--- src/design/sui_pkg.sv ---
`default_nettype none
// ----------------------------------------------------------------------------
// sui_pkg: shared types and constants for the dual set store
// Holds the request and result transaction formats, the request and status
// codes, the sequencer state type and the default set depth.
// ----------------------------------------------------------------------------
package sui_pkg;

	localparam int SET_DEPTH = 8;

	typedef enum logic [1:0] {
		REQ_INSERT    = 2'd0,
		REQ_INTERSECT = 2'd1,
		REQ_UNION     = 2'd2,
		REQ_SUBSET    = 2'd3
	} req_t;

	typedef enum logic [2:0] {
		STS_INSERTED  = 3'd0,
		STS_DUPLICATE = 3'd1,
		STS_FULL      = 3'd2,
		STS_MEMBER    = 3'd3,
		STS_EMPTY     = 3'd4,
		STS_SUBSET    = 3'd5
	} status_t;

	typedef struct packed {
		req_t               req_type;
		logic               set_select;
		logic signed [31:0] item_value;
	} in_item_t;

	typedef struct packed {
		logic signed [31:0] out_value;
		status_t            status;
		logic               is_subset;
		logic               last;
	} out_item_t;

	typedef enum logic [1:0] {
		S_IDLE,
		S_OUTER,
		S_FETCH,
		S_SRCH
	} state_t;

endpackage
`default_nettype wire

--- src/design/sui_obuf.sv ---
`default_nettype none
// ----------------------------------------------------------------------------
// sui_obuf: result output register
// Holds one result transaction for the downstream side and takes a new one
// in the cycle the held result leaves.
// ----------------------------------------------------------------------------
module sui_obuf (
	input  wire logic              clk,
	input  wire logic              arst_n,
	input  wire logic              push,
	input  wire sui_pkg::out_item_t push_item,
	output logic                   push_ok,
	output logic                   rsp_valid,
	input  wire logic              rsp_stall,
	output sui_pkg::out_item_t     rsp
);

	logic               vld_q;
	sui_pkg::out_item_t item_q;

	assign push_ok   = !vld_q || !rsp_stall;
	assign rsp_valid = vld_q;
	assign rsp       = item_q;

	always_ff @(posedge clk or negedge arst_n) begin
		if (!arst_n) begin
			vld_q <= 1'b0;
		end else if (push) begin
			vld_q <= 1'b1;
		end else if (!rsp_stall) begin
			vld_q <= 1'b0;
		end
	end

	always_ff @(posedge clk) begin
		if (push) begin
			item_q <= push_item;
		end
	end

endmodule
`default_nettype wire

--- src/design/sui_core.sv ---
`default_nettype none
// ----------------------------------------------------------------------------
// sui_core: set memories and scan sequencer
// Both sets live in synchronous memories with a registered read port.
// The sequencer reads one outer member at a time and scans the other set
// one entry per cycle, comparing against the held key.
// ----------------------------------------------------------------------------
module sui_core #(
	parameter int SET_DEPTH = sui_pkg::SET_DEPTH
) (
	input  wire logic               clk,
	input  wire logic               arst_n,
	input  wire logic               req_valid,
	output logic                    req_stall,
	input  wire sui_pkg::in_item_t  req,
	output logic                    push,
	output sui_pkg::out_item_t      push_item,
	input  wire logic               push_ok
);

	localparam int CW = $clog2(SET_DEPTH + 1);
	localparam int AW = (SET_DEPTH > 1) ? $clog2(SET_DEPTH) : 1;
	localparam logic [CW-1:0] DEPTH_C = CW'(SET_DEPTH);

	sui_pkg::state_t state_q, state_d;
	sui_pkg::req_t   req_q;

	logic          xb_q;
	logic          phase2_q;
	logic          rv_q;
	logic          sub_q;
	logic          pend_vld_q;
	logic [31:0]   pend_val_q;
	logic [31:0]   key_q;
	logic [CW-1:0] i_q;
	logic [CW-1:0] j_q;
	logic [CW-1:0] cnt_a_q;
	logic [CW-1:0] cnt_b_q;

	logic [31:0] mem_a [SET_DEPTH];
	logic [31:0] mem_b [SET_DEPTH];
	logic [31:0] rd_a_q;
	logic [31:0] rd_b_q;

	logic [CW-1:0] cx;
	logic [CW-1:0] cy;
	logic [31:0]   rdx;
	logic [31:0]   rdy;
	logic          hit;
	logic          x_read;
	logic          y_read;
	logic          resolve;
	logic          new_mem;
	logic [31:0]   new_val;
	logic          push_req;
	logic          advance;
	logic          wr;
	logic          accept;
	logic          union_p1;
	logic          final_step;
	logic          ren_a;
	logic          ren_b;
	logic [AW-1:0] addr_a;
	logic [AW-1:0] addr_b;

	assign cx       = xb_q ? cnt_b_q : cnt_a_q;
	assign cy       = xb_q ? cnt_a_q : cnt_b_q;
	assign rdx      = xb_q ? rd_b_q : rd_a_q;
	assign rdy      = xb_q ? rd_a_q : rd_b_q;
	assign hit      = rv_q && (rdy == key_q);
	assign union_p1 = (req_q == sui_pkg::REQ_UNION) && !phase2_q;
	assign accept   = req_valid && !req_stall;

	always_comb begin
		state_d = state_q;
		unique case (state_q)
			sui_pkg::S_IDLE: begin
				if (req_valid) begin
					state_d = (req.req_type == sui_pkg::REQ_INSERT) ?
						sui_pkg::S_SRCH : sui_pkg::S_OUTER;
				end
			end
			sui_pkg::S_OUTER: begin
				if (i_q < cx) begin
					state_d = sui_pkg::S_FETCH;
				end else if (!union_p1 && advance) begin
					state_d = sui_pkg::S_IDLE;
				end
			end
			sui_pkg::S_FETCH: begin
				if (!union_p1) begin
					state_d = sui_pkg::S_SRCH;
				end else if (advance) begin
					state_d = sui_pkg::S_OUTER;
				end
			end
			sui_pkg::S_SRCH: begin
				if (resolve && advance) begin
					state_d = (req_q == sui_pkg::REQ_INSERT) ?
						sui_pkg::S_IDLE : sui_pkg::S_OUTER;
				end
			end
			default: state_d = sui_pkg::S_IDLE;
		endcase
	end

	always_comb begin
		req_stall  = 1'b1;
		x_read     = 1'b0;
		y_read     = 1'b0;
		resolve    = 1'b0;
		new_mem    = 1'b0;
		new_val    = key_q;
		push_req   = 1'b0;
		push_item  = '0;
		final_step = 1'b0;
		unique case (state_q)
			sui_pkg::S_IDLE: begin
				req_stall = 1'b0;
			end
			sui_pkg::S_OUTER: begin
				if (i_q < cx) begin
					x_read = 1'b1;
				end else if (!union_p1) begin
					final_step         = 1'b1;
					push_req           = 1'b1;
					push_item.last     = 1'b1;
					if (req_q == sui_pkg::REQ_SUBSET) begin
						push_item.status    = sui_pkg::STS_SUBSET;
						push_item.is_subset = sub_q;
					end else if (pend_vld_q) begin
						push_item.status    = sui_pkg::STS_MEMBER;
						push_item.out_value = pend_val_q;
					end else begin
						push_item.status    = sui_pkg::STS_EMPTY;
					end
				end
			end
			sui_pkg::S_FETCH: begin
				if (union_p1) begin
					new_mem = 1'b1;
					new_val = rdx;
				end
			end
			sui_pkg::S_SRCH: begin
				if (hit || (j_q >= cy)) begin
					resolve = 1'b1;
					if (req_q == sui_pkg::REQ_INSERT) begin
						push_req       = 1'b1;
						push_item.last = 1'b1;
						if (hit) begin
							push_item.status = sui_pkg::STS_DUPLICATE;
						end else if (cy >= DEPTH_C) begin
							push_item.status = sui_pkg::STS_FULL;
						end else begin
							push_item.status = sui_pkg::STS_INSERTED;
						end
					end else if (req_q == sui_pkg::REQ_INTERSECT) begin
						new_mem = hit;
					end else if (req_q == sui_pkg::REQ_UNION) begin
						new_mem = !hit;
					end
				end else begin
					y_read = 1'b1;
				end
			end
			default: req_stall = 1'b1;
		endcase
		if (new_mem && pend_vld_q) begin
			push_req            = 1'b1;
			push_item.status    = sui_pkg::STS_MEMBER;
			push_item.out_value = pend_val_q;
			push_item.last      = 1'b0;
		end
	end

	assign advance = !push_req || push_ok;
	assign push    = push_req && push_ok;
	assign wr      = resolve && advance && (req_q == sui_pkg::REQ_INSERT) && !hit &&
		(cy < DEPTH_C);

	assign ren_a  = advance && (xb_q ? y_read : x_read);
	assign ren_b  = advance && (xb_q ? x_read : y_read);
	assign addr_a = xb_q ? j_q[AW-1:0] : i_q[AW-1:0];
	assign addr_b = xb_q ? i_q[AW-1:0] : j_q[AW-1:0];

	always_ff @(posedge clk) begin
		if (wr && xb_q) begin
			mem_a[cy[AW-1:0]] <= key_q;
		end
		if (ren_a) begin
			rd_a_q <= mem_a[addr_a];
		end
	end

	always_ff @(posedge clk) begin
		if (wr && !xb_q) begin
			mem_b[cy[AW-1:0]] <= key_q;
		end
		if (ren_b) begin
			rd_b_q <= mem_b[addr_b];
		end
	end

	always_ff @(posedge clk or negedge arst_n) begin
		if (!arst_n) begin
			state_q    <= sui_pkg::S_IDLE;
			req_q      <= sui_pkg::REQ_INSERT;
			xb_q       <= 1'b0;
			phase2_q   <= 1'b0;
			rv_q       <= 1'b0;
			sub_q      <= 1'b1;
			pend_vld_q <= 1'b0;
			i_q        <= '0;
			j_q        <= '0;
			cnt_a_q    <= '0;
			cnt_b_q    <= '0;
		end else begin
			state_q <= state_d;
			if (accept) begin
				req_q      <= req.req_type;
				xb_q       <= (req.req_type == sui_pkg::REQ_INSERT) ? !req.set_select : 1'b0;
				phase2_q   <= 1'b0;
				sub_q      <= 1'b1;
				pend_vld_q <= 1'b0;
				i_q        <= '0;
				j_q        <= '0;
				rv_q       <= 1'b0;
			end
			if ((state_q == sui_pkg::S_OUTER) && !x_read && union_p1) begin
				xb_q     <= 1'b1;
				phase2_q <= 1'b1;
				i_q      <= '0;
			end
			if ((state_q == sui_pkg::S_FETCH) && !union_p1) begin
				j_q  <= '0;
				rv_q <= 1'b0;
			end
			if (y_read) begin
				j_q  <= j_q + CW'(1);
				rv_q <= 1'b1;
			end
			if (advance && ((resolve && (req_q != sui_pkg::REQ_INSERT)) ||
					((state_q == sui_pkg::S_FETCH) && union_p1))) begin
				i_q <= i_q + CW'(1);
			end
			if (resolve && !hit && (req_q == sui_pkg::REQ_SUBSET)) begin
				sub_q <= 1'b0;
			end
			if (advance && new_mem) begin
				pend_vld_q <= 1'b1;
			end
			if (advance && final_step) begin
				pend_vld_q <= 1'b0;
			end
			if (wr) begin
				if (xb_q) begin
					cnt_a_q <= cnt_a_q + CW'(1);
				end else begin
					cnt_b_q <= cnt_b_q + CW'(1);
				end
			end
		end
	end

	always_ff @(posedge clk) begin
		if (accept) begin
			key_q <= req.item_value;
		end else if ((state_q == sui_pkg::S_FETCH) && !union_p1) begin
			key_q <= rdx;
		end
		if (advance && new_mem) begin
			pend_val_q <= new_val;
		end
	end

`ifndef ASSERT_OFF
	a_count_bound: assert property (@(posedge clk) disable iff (!arst_n)
		(cnt_a_q <= DEPTH_C) && (cnt_b_q <= DEPTH_C))
		else $error("set count exceeds depth");

	a_write_room: assert property (@(posedge clk) disable iff (!arst_n)
		wr |-> ((state_q == sui_pkg::S_SRCH) && (cy < DEPTH_C)))
		else $error("memory write outside an insert with room");

	a_pend_kind: assert property (@(posedge clk) disable iff (!arst_n)
		pend_vld_q |-> ((req_q == sui_pkg::REQ_INTERSECT) || (req_q == sui_pkg::REQ_UNION)))
		else $error("pending member held for a request that emits none");

	a_busy_after_accept: assert property (@(posedge clk) disable iff (!arst_n)
		accept |=> (state_q != sui_pkg::S_IDLE))
		else $error("sequencer idle right after taking a transaction");
`endif

endmodule
`default_nettype wire

--- src/design/dual_set_union_intersection.sv ---
`default_nettype none
// ----------------------------------------------------------------------------
// dual_set_union_intersection: two small sets with set queries
// Keeps sets A and B without duplicates and answers insert, intersection,
// union and subset requests with a stream of result transactions.
// ----------------------------------------------------------------------------
// Channel   Direction  Handshake              Payload
// req       in         req_valid / req_stall  sui_pkg::in_item_t
// rsp       out        rsp_valid / rsp_stall  sui_pkg::out_item_t
//
// One request is worked at a time. The time a request takes is set by the
// one-entry-per-cycle scan of the inner set through its memory read port.
// Reset empties both sets at once; the member memories need no clearing.
// A stalled result holds the sequencer only when a further result is due.
// ----------------------------------------------------------------------------
module dual_set_union_intersection #(
	parameter int SET_DEPTH = sui_pkg::SET_DEPTH
) (
	input  wire logic              clk,
	input  wire logic              arst_n,
	input  wire logic              req_valid,
	output logic                   req_stall,
	input  wire sui_pkg::in_item_t req,
	output logic                   rsp_valid,
	input  wire logic              rsp_stall,
	output sui_pkg::out_item_t     rsp
);

	logic               push;
	logic               push_ok;
	sui_pkg::out_item_t push_item;

	sui_core #(
		.SET_DEPTH(SET_DEPTH)
	) u_core (
		.clk       (clk),
		.arst_n    (arst_n),
		.req_valid (req_valid),
		.req_stall (req_stall),
		.req       (req),
		.push      (push),
		.push_item (push_item),
		.push_ok   (push_ok)
	);

	sui_obuf u_obuf (
		.clk       (clk),
		.arst_n    (arst_n),
		.push      (push),
		.push_item (push_item),
		.push_ok   (push_ok),
		.rsp_valid (rsp_valid),
		.rsp_stall (rsp_stall),
		.rsp       (rsp)
	);

endmodule
`default_nettype wire
--- config.mk ---
export PLATFORM = sky130hd
export DESIGN_NAME = dual_set_union_intersection
export DESIGN_NICKNAME = d
export VERILOG_FILES = /design/src/design/sui_pkg.sv /design/src/design/sui_obuf.sv /design/src/design/sui_core.sv /design/src/design/dual_set_union_intersection.sv
export SDC_FILE = /design/constraint.sdc
export NUM_CORES = 1
export LEC_CHECK = 0
export ABC_AREA = 1
export BUFFER_PORTS_ARGS = -buffer_cell sky130_fd_sc_hd__buf_2
export CAP_MARGIN = 0
export CELL_PAD_IN_SITES_DETAIL_PLACEMENT = 0
export CELL_PAD_IN_SITES_GLOBAL_PLACEMENT = 1
export CORE_ASPECT_RATIO = 2
export CORE_MARGIN = 2
export CORE_UTILIZATION = 45
export CTS_BUF_LIST = sky130_fd_sc_hd__clkbuf_8
export DETAILED_ROUTE_END_ITERATION = 7
export MAX_ROUTING_LAYER = met4
export PLACE_DENSITY_LB_ADDON = 0.1
export SLEW_MARGIN = 20
export SYNTH_ARGS = -nofsm -noshare
export SYNTH_HDL_FRONTEND = slang
export SYNTH_SLANG_ARGS = --single-unit
--- constraint.sdc ---
create_clock -name clk -period 8.5 [get_ports clk]
set_input_delay 1.7 -clock clk [delete_from_list [all_inputs] [get_ports clk]]
set_output_delay 1.7 -clock clk [all_outputs]
set_load 0.005 [all_outputs]
# [After elaboration in Yosys (flattened, before gate mapping)]
# Memories as Yosys holds them, arrays and structs flattened. A register that Yosys moved wholly into a read port is not among the register bits.
# Cells that the tools add are included.
[word_totals] register_bits=127 latchBits=0 ramBits=512 mem_bits_ro=0 output_inout_bits=39 word_cells=172 mem_count=2
[op_classes] n_addsub=4 n_mul=0 div_mod_pow=0 magnitude_cmp=4 n_eq_ne=12 shifts=0 mux=78 bitwise_logic=3 n_reduce_logical=51
[memory_table] name="u_core.mem_a" words=8 word_bits=32 read_ports=1 rd_clocked_by_memory_dff=1 write_ports=1 line_no="sui_core.sv:40" rtl="logic [31:0] mem_a [SET_DEPTH];"
[memory_table] name="u_core.mem_b" words=8 word_bits=32 read_ports=1 rd_clocked_by_memory_dff=1 write_ports=1 line_no="sui_core.sv:41" rtl="logic [31:0] mem_b [SET_DEPTH];"
[op_table] cell="32-bit 2-to-1 mux" count=9
[op_table] cell="37-bit 2-to-1 mux" count=2
[op_table] cell="1-bit 2-to-1 mux" count=39
[op_table] cell="35-bit 2-to-1 mux" count=1
[op_table] cell="32-bit == test" count=1
[op_table] cell="4-bit 2-to-1 mux" count=7
[op_table] cell="1-bit logical AND" count=24
[op_table] cell="3-bit 2-to-1 mux" count=7
[op_table] cell="4-bit by 1-bit adder with 4-bit output (second input constant)" count=4
[op_table] cell="2-bit 2-to-1 mux" count=8
[op_table] cell="1-bit logical NOT" count=9
[op_table] cell="3-bit nonzero test" count=3
[op_table] cell="2-bit == test (second input constant)" count=4
[op_table] cell="2-bit case mux with 4 select lines" count=1
[op_table] cell="2-bit nonzero test" count=4
[op_table] cell="2-bit logical NOT" count=3
[op_table] cell="1-bit case mux with 2 select lines" count=3
[op_table] cell="3-bit case mux with 2 select lines" count=1
[op_table] cell="2-bit by 1-bit == test with 1-bit output (second input constant)" count=2
[op_table] cell="4-bit >= comparator" count=1
[op_table] cell="4-bit >= comparator (second input constant)" count=1
[op_table] cell="1-bit logical OR" count=4
[op_table] cell="4-bit < comparator" count=1
[op_table] cell="4-bit < comparator (second input constant)" count=1
[op_table] cell="other kinds (8)" count=12

# [Longest topological paths before layout]
[logic_depth] word_depth=20 mapped_depth=24 mapped_depth_nobuf=22

# [Cells and area by module]
# From an unflattened synthesis, not the netlist that was laid out.
[hier_totals] hier_cells=2435 hier_area_um2=28935.3
[modules_own_cells] module="sui_core" n_inst=1 cells_each=2394 area_per_inst_um2=27782.9 seq_area_each_um2=19845.3
[modules_own_cells] module="sui_obuf" n_inst=1 cells_each=41 area_per_inst_um2=1152.4 seq_area_each_um2=1136.1

# [Least setup slack after synthesis]
# OpenSTA, ideal clock, no wires.
[synth_path] kind="register -> register" startpoint="reg u_core.xb_q" endpoint="reg u_core.rd_a_q[0], read port of u_core.mem_a, enable pin" arrival_ns=4.453 required_time_ns=8.034 setup_slack_ns=3.581 path_stages_with_launch=13 cell_sequence="dfrtp_1 buf_6 buf_2 buf_2 clkbuf_1 clkbuf_1 o21ai_0 ha_1 o21ai_1 a31oi_1 o211ai_1 nand3_1 o21ai_0"
[synth_via] elab_chain_cells=14 word_cells_on_any_way=28
[synth_rtl] item="start: declaration" line_no="sui_core.sv:28" rtl="logic xb_q;"
[synth_rtl] item="start signal: assignment" line_no="sui_core.sv:222" rtl="xb_q <= (req.req_type == sui_pkg::REQ_INSERT) ? !req.set_select : 1'b0;"
[synth_rtl] item="32-bit 2-to-1 mux" line_no="sui_core.sv:69" rtl="assign rdy = xb_q ? rd_a_q : rd_b_q;"
[synth_rtl] item="32-bit == test" line_no="sui_core.sv:70" rtl="assign hit = rv_q && (rdy == key_q);"
[synth_rtl] item="1-bit logical AND" line_no="sui_core.sv:70"
[synth_rtl] item="1-bit logical NOT" line_no="sui_core.sv:161" rtl="new_mem = !hit;"
[synth_rtl] item="1-bit 2-to-1 mux" line_no="sui_core.sv:160" rtl="end else if (req_q == sui_pkg::REQ_UNION) begin"
[synth_rtl] item="1-bit 2-to-1 mux" line_no="sui_core.sv:158" rtl="end else if (req_q == sui_pkg::REQ_INTERSECT) begin"
[synth_rtl] item="1-bit 2-to-1 mux" line_no="sui_core.sv:148" rtl="if (req_q == sui_pkg::REQ_INSERT) begin"
[synth_rtl] item="1-bit 2-to-1 mux" line_no="sui_core.sv:146" rtl="if (hit || (j_q >= cy)) begin"
[synth_rtl] item="1-bit case mux with 2 select lines" line_no="sui_core.sv:117" rtl="unique case (state_q)"
[synth_rtl] item="1-bit logical AND" line_no="sui_core.sv:169" rtl="if (new_mem && pend_vld_q) begin"
[synth_rtl] item="1-bit 2-to-1 mux" line_no="sui_core.sv:169"
[synth_rtl] item="1-bit logical NOT" line_no="sui_core.sv:177" rtl="assign advance = !push_req || push_ok;"
[synth_rtl] item="1-bit logical OR" line_no="sui_core.sv:177"
[synth_rtl] item="1-bit logical AND (*)" line_no="sui_core.sv:182" rtl="assign ren_a = advance && (xb_q ? y_read : x_read);"
[synth_rtl] item="net u_core.ren_a" line_no="sui_core.sv:61" rtl="logic ren_a;"
[synth_rtl] item="end: declaration" line_no="sui_core.sv:42" rtl="logic [31:0] rd_a_q;"
# Mark *: on every way through the listed nets, which the timed path passes. The rest lies on a longest branch.
# A chain may end at the register's enable or synchronous reset.

# [Worst setup path in the final report]
[layout_path] startpoint="reg u_core.xb_q" endpoint="mem u_core.mem_a[3][7], enable pin"
[layout_via] elab_chain_cells=20 word_cells_on_any_way=31
[layout_rtl] item="32-bit 2-to-1 mux" line_no="sui_core.sv:69"
[layout_rtl] item="32-bit == test" line_no="sui_core.sv:70"
[layout_rtl] item="1-bit logical AND" line_no="sui_core.sv:70"
[layout_rtl] item="1-bit logical NOT" line_no="sui_core.sv:161, sui_core.sv:179"
[layout_rtl] item="1-bit 2-to-1 mux" line_no="sui_core.sv:160"
[layout_rtl] item="1-bit 2-to-1 mux" line_no="sui_core.sv:158"
[layout_rtl] item="1-bit 2-to-1 mux" line_no="sui_core.sv:148"
[layout_rtl] item="1-bit 2-to-1 mux" line_no="sui_core.sv:146"
[layout_rtl] item="1-bit case mux with 2 select lines" line_no="sui_core.sv:117"
[layout_rtl] item="1-bit logical AND" line_no="sui_core.sv:169"
[layout_rtl] item="1-bit 2-to-1 mux" line_no="sui_core.sv:169"
[layout_rtl] item="1-bit logical NOT" line_no="sui_core.sv:177"
[layout_rtl] item="1-bit logical OR" line_no="sui_core.sv:177"
[layout_rtl] item="1-bit logical AND (4 in series)" line_no="sui_core.sv:179" rtl="assign wr = resolve && advance && (req_q == sui_pkg::REQ_INSERT) && !hit &&"
[layout_rtl] item="1-bit logical AND" line_no="sui_core.sv:188" rtl="if (wr && xb_q) begin"
[layout_rtl] item="1-bit 2-to-1 mux" line_no="sui_core.sv:188"
[layout_rtl] item="1-bit 2-to-1 mux (implied by the code)" line_no="sui_core.sv:189" rtl="mem_a[cy[AW-1:0]] <= key_q;"
[layout_rtl] item="end: declaration" line_no="sui_core.sv:40"
# Several ways; a longest one is shown, not always the timed one.

==> impl_metrics.env <==
export IMPL_dp_final_hpwl_um=49600
export IMPL_syn_num_nets=2491
export IMPL_die_h_um=363
export IMPL_setup_slack_ns=3.01
export IMPL_area_growth_pct=10.9
export IMPL_cts_buffers_inserted=98
export IMPL_maxClockFrequency_mhz=182
export IMPL_internal_power_component_uw=7000
export IMPL_synth_seq_cells=703
export IMPL_global_route_overflow=0
export IMPL_worst_setup_hold_path_clk_slew_ns=0.08
export IMPL_cts_root_buffer="sky130_fd_sc_hd__clkbuf_8"
export IMPL_avgViaCountPerCell=5.50
export IMPL_maxSlewViolCount=0
export IMPL_final_layout_size_suffix_gt1_share_pct=10.4
export IMPL_met2_usage_pct=40.3
export IMPL_vias_in_the_first_global_route=18482
export IMPL_gpl_final_weighted_congestion=0.890
export IMPL_drcViolationCount=0
export IMPL_post_synth_instance_area_mm2=0.0290
export IMPL_worst_skew_pair_late_latency_ns=0.73
export IMPL_core_area_mm2=0.0638
export IMPL_cp_max_fo=80
export IMPL_power_switching_share_pct=39.2
export IMPL_buffer_levels_on_the_longest_clock_path=3
export IMPL_cts_hold_buffers_added=0
export IMPL_grt_busiest_layer="met2"
export IMPL_ys_async_sr_fraction_pct=3.70
export IMPL_p_seq_share_pct=48.6
export IMPL_total_switching_power_uw=4510
export IMPL_post_route_min_period_ns=5.49
export IMPL_report_power_total_uw=11500
export IMPL_clock_sinks=703
export IMPL_power_leakage_uw=0.0115
export IMPL_placed_area_mm2=0.0303
export IMPL_fin_crit_sh_pct=64.6
export IMPL_worst_setup_path_start_kind="flip-flop"
export IMPL_synthTopCellsByArea="sky130_fd_sc_hd__edfxtp_1, sky130_fd_sc_hd__nor2_1, sky130_fd_sc_hd__nand2_1"
export IMPL_worst_slack_at_placement_ns=3.03
export IMPL_start_util_pct=45.5
export IMPL_tritoncts="built"
export IMPL_yosysUniqueCellTypes=38
export IMPL_synth_top_cell_by_area="sky130_fd_sc_hd__edfxtp_1"
export IMPL_clockPowerShare_pct=21.5
export IMPL_gr_usage_met3_pct=3.92
export IMPL_post_synth_cell_area_avg_um2=11.9
export IMPL_met1_usage_pct=27.6
export IMPL_finish_net_count=2566
export IMPL_unrepaired_setup_endpoints_after_global_routing="no"
export IMPL_final_hold_viols=0
export IMPL_ant_nets=0
export IMPL_mostFrequentLayoutCell="sky130_fd_sc_hd__edfxtp_1"
export IMPL_die_w_um=184
export IMPL_drt_pre_antenna_iters=5
export IMPL_num_rows=131
export IMPL_finish_instance_area_mm2=0.0322
export IMPL_post_cts_resized=0
export IMPL_power_ir_vdd_worst_mv=0.197
export IMPL_final_setup_skew_ns=0.0469
export IMPL_drtIter0Drc=1402
export IMPL_finalHoldWorstSlack_ns=0.503
export IMPL_endpoint_kind="flip-flop"
export IMPL_global_route_usage_total_pct=23.7
export IMPL_holdCritPathClass="reg -> reg"
export IMPL_max_slew_margin_pct=27.7
export IMPL_outcome="completed"
export IMPL_grt_max_degree=116
export IMPL_io_pins=78
export IMPL_wl_per_cell_um=22.6
export IMPL_crit_type="reg -> reg"
export IMPL_initial_antenna_violation_count=5
export IMPL_port_buffer_count=77
export IMPL_cp_arrival_ns=5.81
export IMPL_synth_seq_area_share_pct=72.3
export IMPL_power_per_cell_area_mw_per_mm2=358
export IMPL_num_vias=18699
export IMPL_fin_setup_tns_ns=0
export IMPL_yosys_area_top_type_share_pct=70.1
export IMPL_post_cts_setup_bufs=0
export IMPL_layout_common_cells="sky130_fd_sc_hd__edfxtp_1, sky130_fd_sc_hd__nor2_1, sky130_fd_sc_hd__nand2_1, sky130_fd_sc_hd__o21ai_0, sky130_fd_sc_hd__inv_1"
export IMPL_comb_power_share_pct=29.9
export IMPL_finalSetupViolCount=0
export IMPL_cp_required_ns=8.81
export IMPL_postRouteWirelength_um=76700
export IMPL_synthesis_instances=2441
export IMPL_htree_levels=3
export IMPL_count_of_flip_flops_with_a_built_in_enable_after_synthesis=677
export IMPL_cap_viol_max_count=0
export IMPL_yosys_warnings=0
export IMPL_total_die_area_mm2=0.0666
export IMPL_grt_pass1_wl_um=113000
export IMPL_top_ff_cell_synth="sky130_fd_sc_hd__edfxtp_1"
export IMPL_worst_pin_slew_ns=1.08
[cells by family after synthesis]
kind of cell	Yosys count	synth area share, %
DFF	703	72.3
xor gates and xnor gates	9	0.272
AOI/OAI and AO/OA	506	10.7
adders and majority gates	11	0.474
buffers and inverters	266	3.57
and+or+nand+nor	946	12.6
[per-stage QoR]
| stage | cells | utilization (%) |
|---|---|---|
| after floorplan | 2441 | - |
| final | 3397 | 50.5 |
| after CTS | 3393 | 50.4 |
| after detailed placement | 3212 | 47.5 |
| after global placement | 3212 | 47.5 |
| after global routing | 3396 | 50.5 |
[critical path, stage by stage, from the launching register on]
cell	delay, ns
sky130_fd_sc_hd__dfrtp_4	0.68
sky130_fd_sc_hd__buf_4	0.69
sky130_fd_sc_hd__nand2_1	0.15
sky130_fd_sc_hd__nand2_1	0.11
sky130_fd_sc_hd__nand2_1	0.21
sky130_fd_sc_hd__nand2_1	0.12
sky130_fd_sc_hd__inv_1	0.04
sky130_fd_sc_hd__nand2_1	0.06
sky130_fd_sc_hd__nor2_1	0.04
sky130_fd_sc_hd__nand2_1	0.11
sky130_fd_sc_hd__nor2_1	0.10
sky130_fd_sc_hd__nand3_1	0.16
sky130_fd_sc_hd__nand2_1	0.10
sky130_fd_sc_hd__nand2_1	0.09
sky130_fd_sc_hd__inv_1	0.04
sky130_fd_sc_hd__nor2_1	0.33
sky130_fd_sc_hd__nand2_2	0.16
sky130_fd_sc_hd__a21boi_4	0.26
sky130_fd_sc_hd__nand2_1	0.49
sky130_fd_sc_hd__nor2_4	0.99
[Yosys cell counts (2+ instances only)]
| cell type | instances |
|---|---|
| sky130_fd_sc_hd__o21a_1 | 2 |
| sky130_fd_sc_hd__inv_1 | 132 |
| sky130_fd_sc_hd__nand3_1 | 67 |
| sky130_fd_sc_hd__buf_2 | 4 |
| sky130_fd_sc_hd__o22ai_1 | 3 |
| sky130_fd_sc_hd__clkbuf_1 | 112 |
| sky130_fd_sc_hd__xnor2_1 | 4 |
| sky130_fd_sc_hd__nand2_2 | 6 |
| sky130_fd_sc_hd__a21oi_1 | 5 |
| sky130_fd_sc_hd__o32ai_1 | 65 |
| sky130_fd_sc_hd__nand4_1 | 3 |
| sky130_fd_sc_hd__buf_4 | 6 |
| sky130_fd_sc_hd__dfrtp_1 | 25 |
| sky130_fd_sc_hd__o211ai_1 | 2 |
| sky130_fd_sc_hd__o21bai_1 | 64 |
| sky130_fd_sc_hd__buf_1 | 9 |
| sky130_fd_sc_hd__xor2_1 | 5 |
| sky130_fd_sc_hd__o21ai_0 | 245 |
| sky130_fd_sc_hd__edfxtp_1 | 677 |
| sky130_fd_sc_hd__ha_1 | 11 |
| sky130_fd_sc_hd__nor2_1 | 519 |
| sky130_fd_sc_hd__o21ai_1 | 8 |
| sky130_fd_sc_hd__nand2_1 | 348 |
| sky130_fd_sc_hd__a31oi_1 | 105 |
[power by group through the flow]
stage                     Combinational (uW)  Clock, uW  Sequential, uW
after floorplan                         2330          0            5240
after global placement                  3450          0            5630
after detailed placement                3470          0            5650
after CTS                               3480       2550            5590
after global routing                    3870       2670            5660
final                                   3440       2480            5590
[worst paths after layout]
check / startpoint / slack (ns) / cells past startpoint / endpoint
min in group asynchronous: arst_n / 0.99 / 1 / u_core.xb_q
max in group asynchronous: arst_n / 7.03 / 1 / u_core.xb_q
worst max register to register: u_core.xb_q / 3.01 / 19 / u_core.mem_a[3][7]
worst min-delay path: u_core.cnt_b_q[3] / 0.50 / 2 / u_core.cnt_b_q[3]
worst min register to register: u_core.cnt_b_q[3] / 0.50 / 2 / u_core.cnt_b_q[3]
worst max-delay path: u_core.xb_q / 3.01 / 19 / u_core.mem_a[3][7]
[registers in the layout (all words and copies together), names as in the netlist, 2 cells and up]
signal and flops:
u_core.cnt_a_q 4, u_core.cnt_b_q 4, u_core.i_q 4, u_core.j_q 4, u_core.key_q 32, u_core.mem_a 256, u_core.mem_b 256, u_core.pend_val_q 32
u_core.rd_a_q 32, u_core.rd_b_q 32, u_core.req_q 2, u_core.state_q 2, u_obuf.rsp 37
[routing by layer]
metal	wire, um	part of all wire (%)	vias up
met2	39200	51	538
met3	3540	4.6	171
li1	-	-	8840
met5	0	0	-
met1	30500	40	9150
met4	3500	4.6	0
[layout make-up]
class | instances | area [um2]
Inverter | 134 | 509
Sequential cell | 703 | 21000
Timing Repair Buffer | 107 | 647
Clock buffer | 98 | 1350
Clock inverter | 83 | 459
Tap cell | 798 | 998
Fill cell | 5677 | 31600
Multi-Input combinational cell | 1472 | 7220
Antenna cell | 2 | 5.00
(Power assumes the default switching activity.)
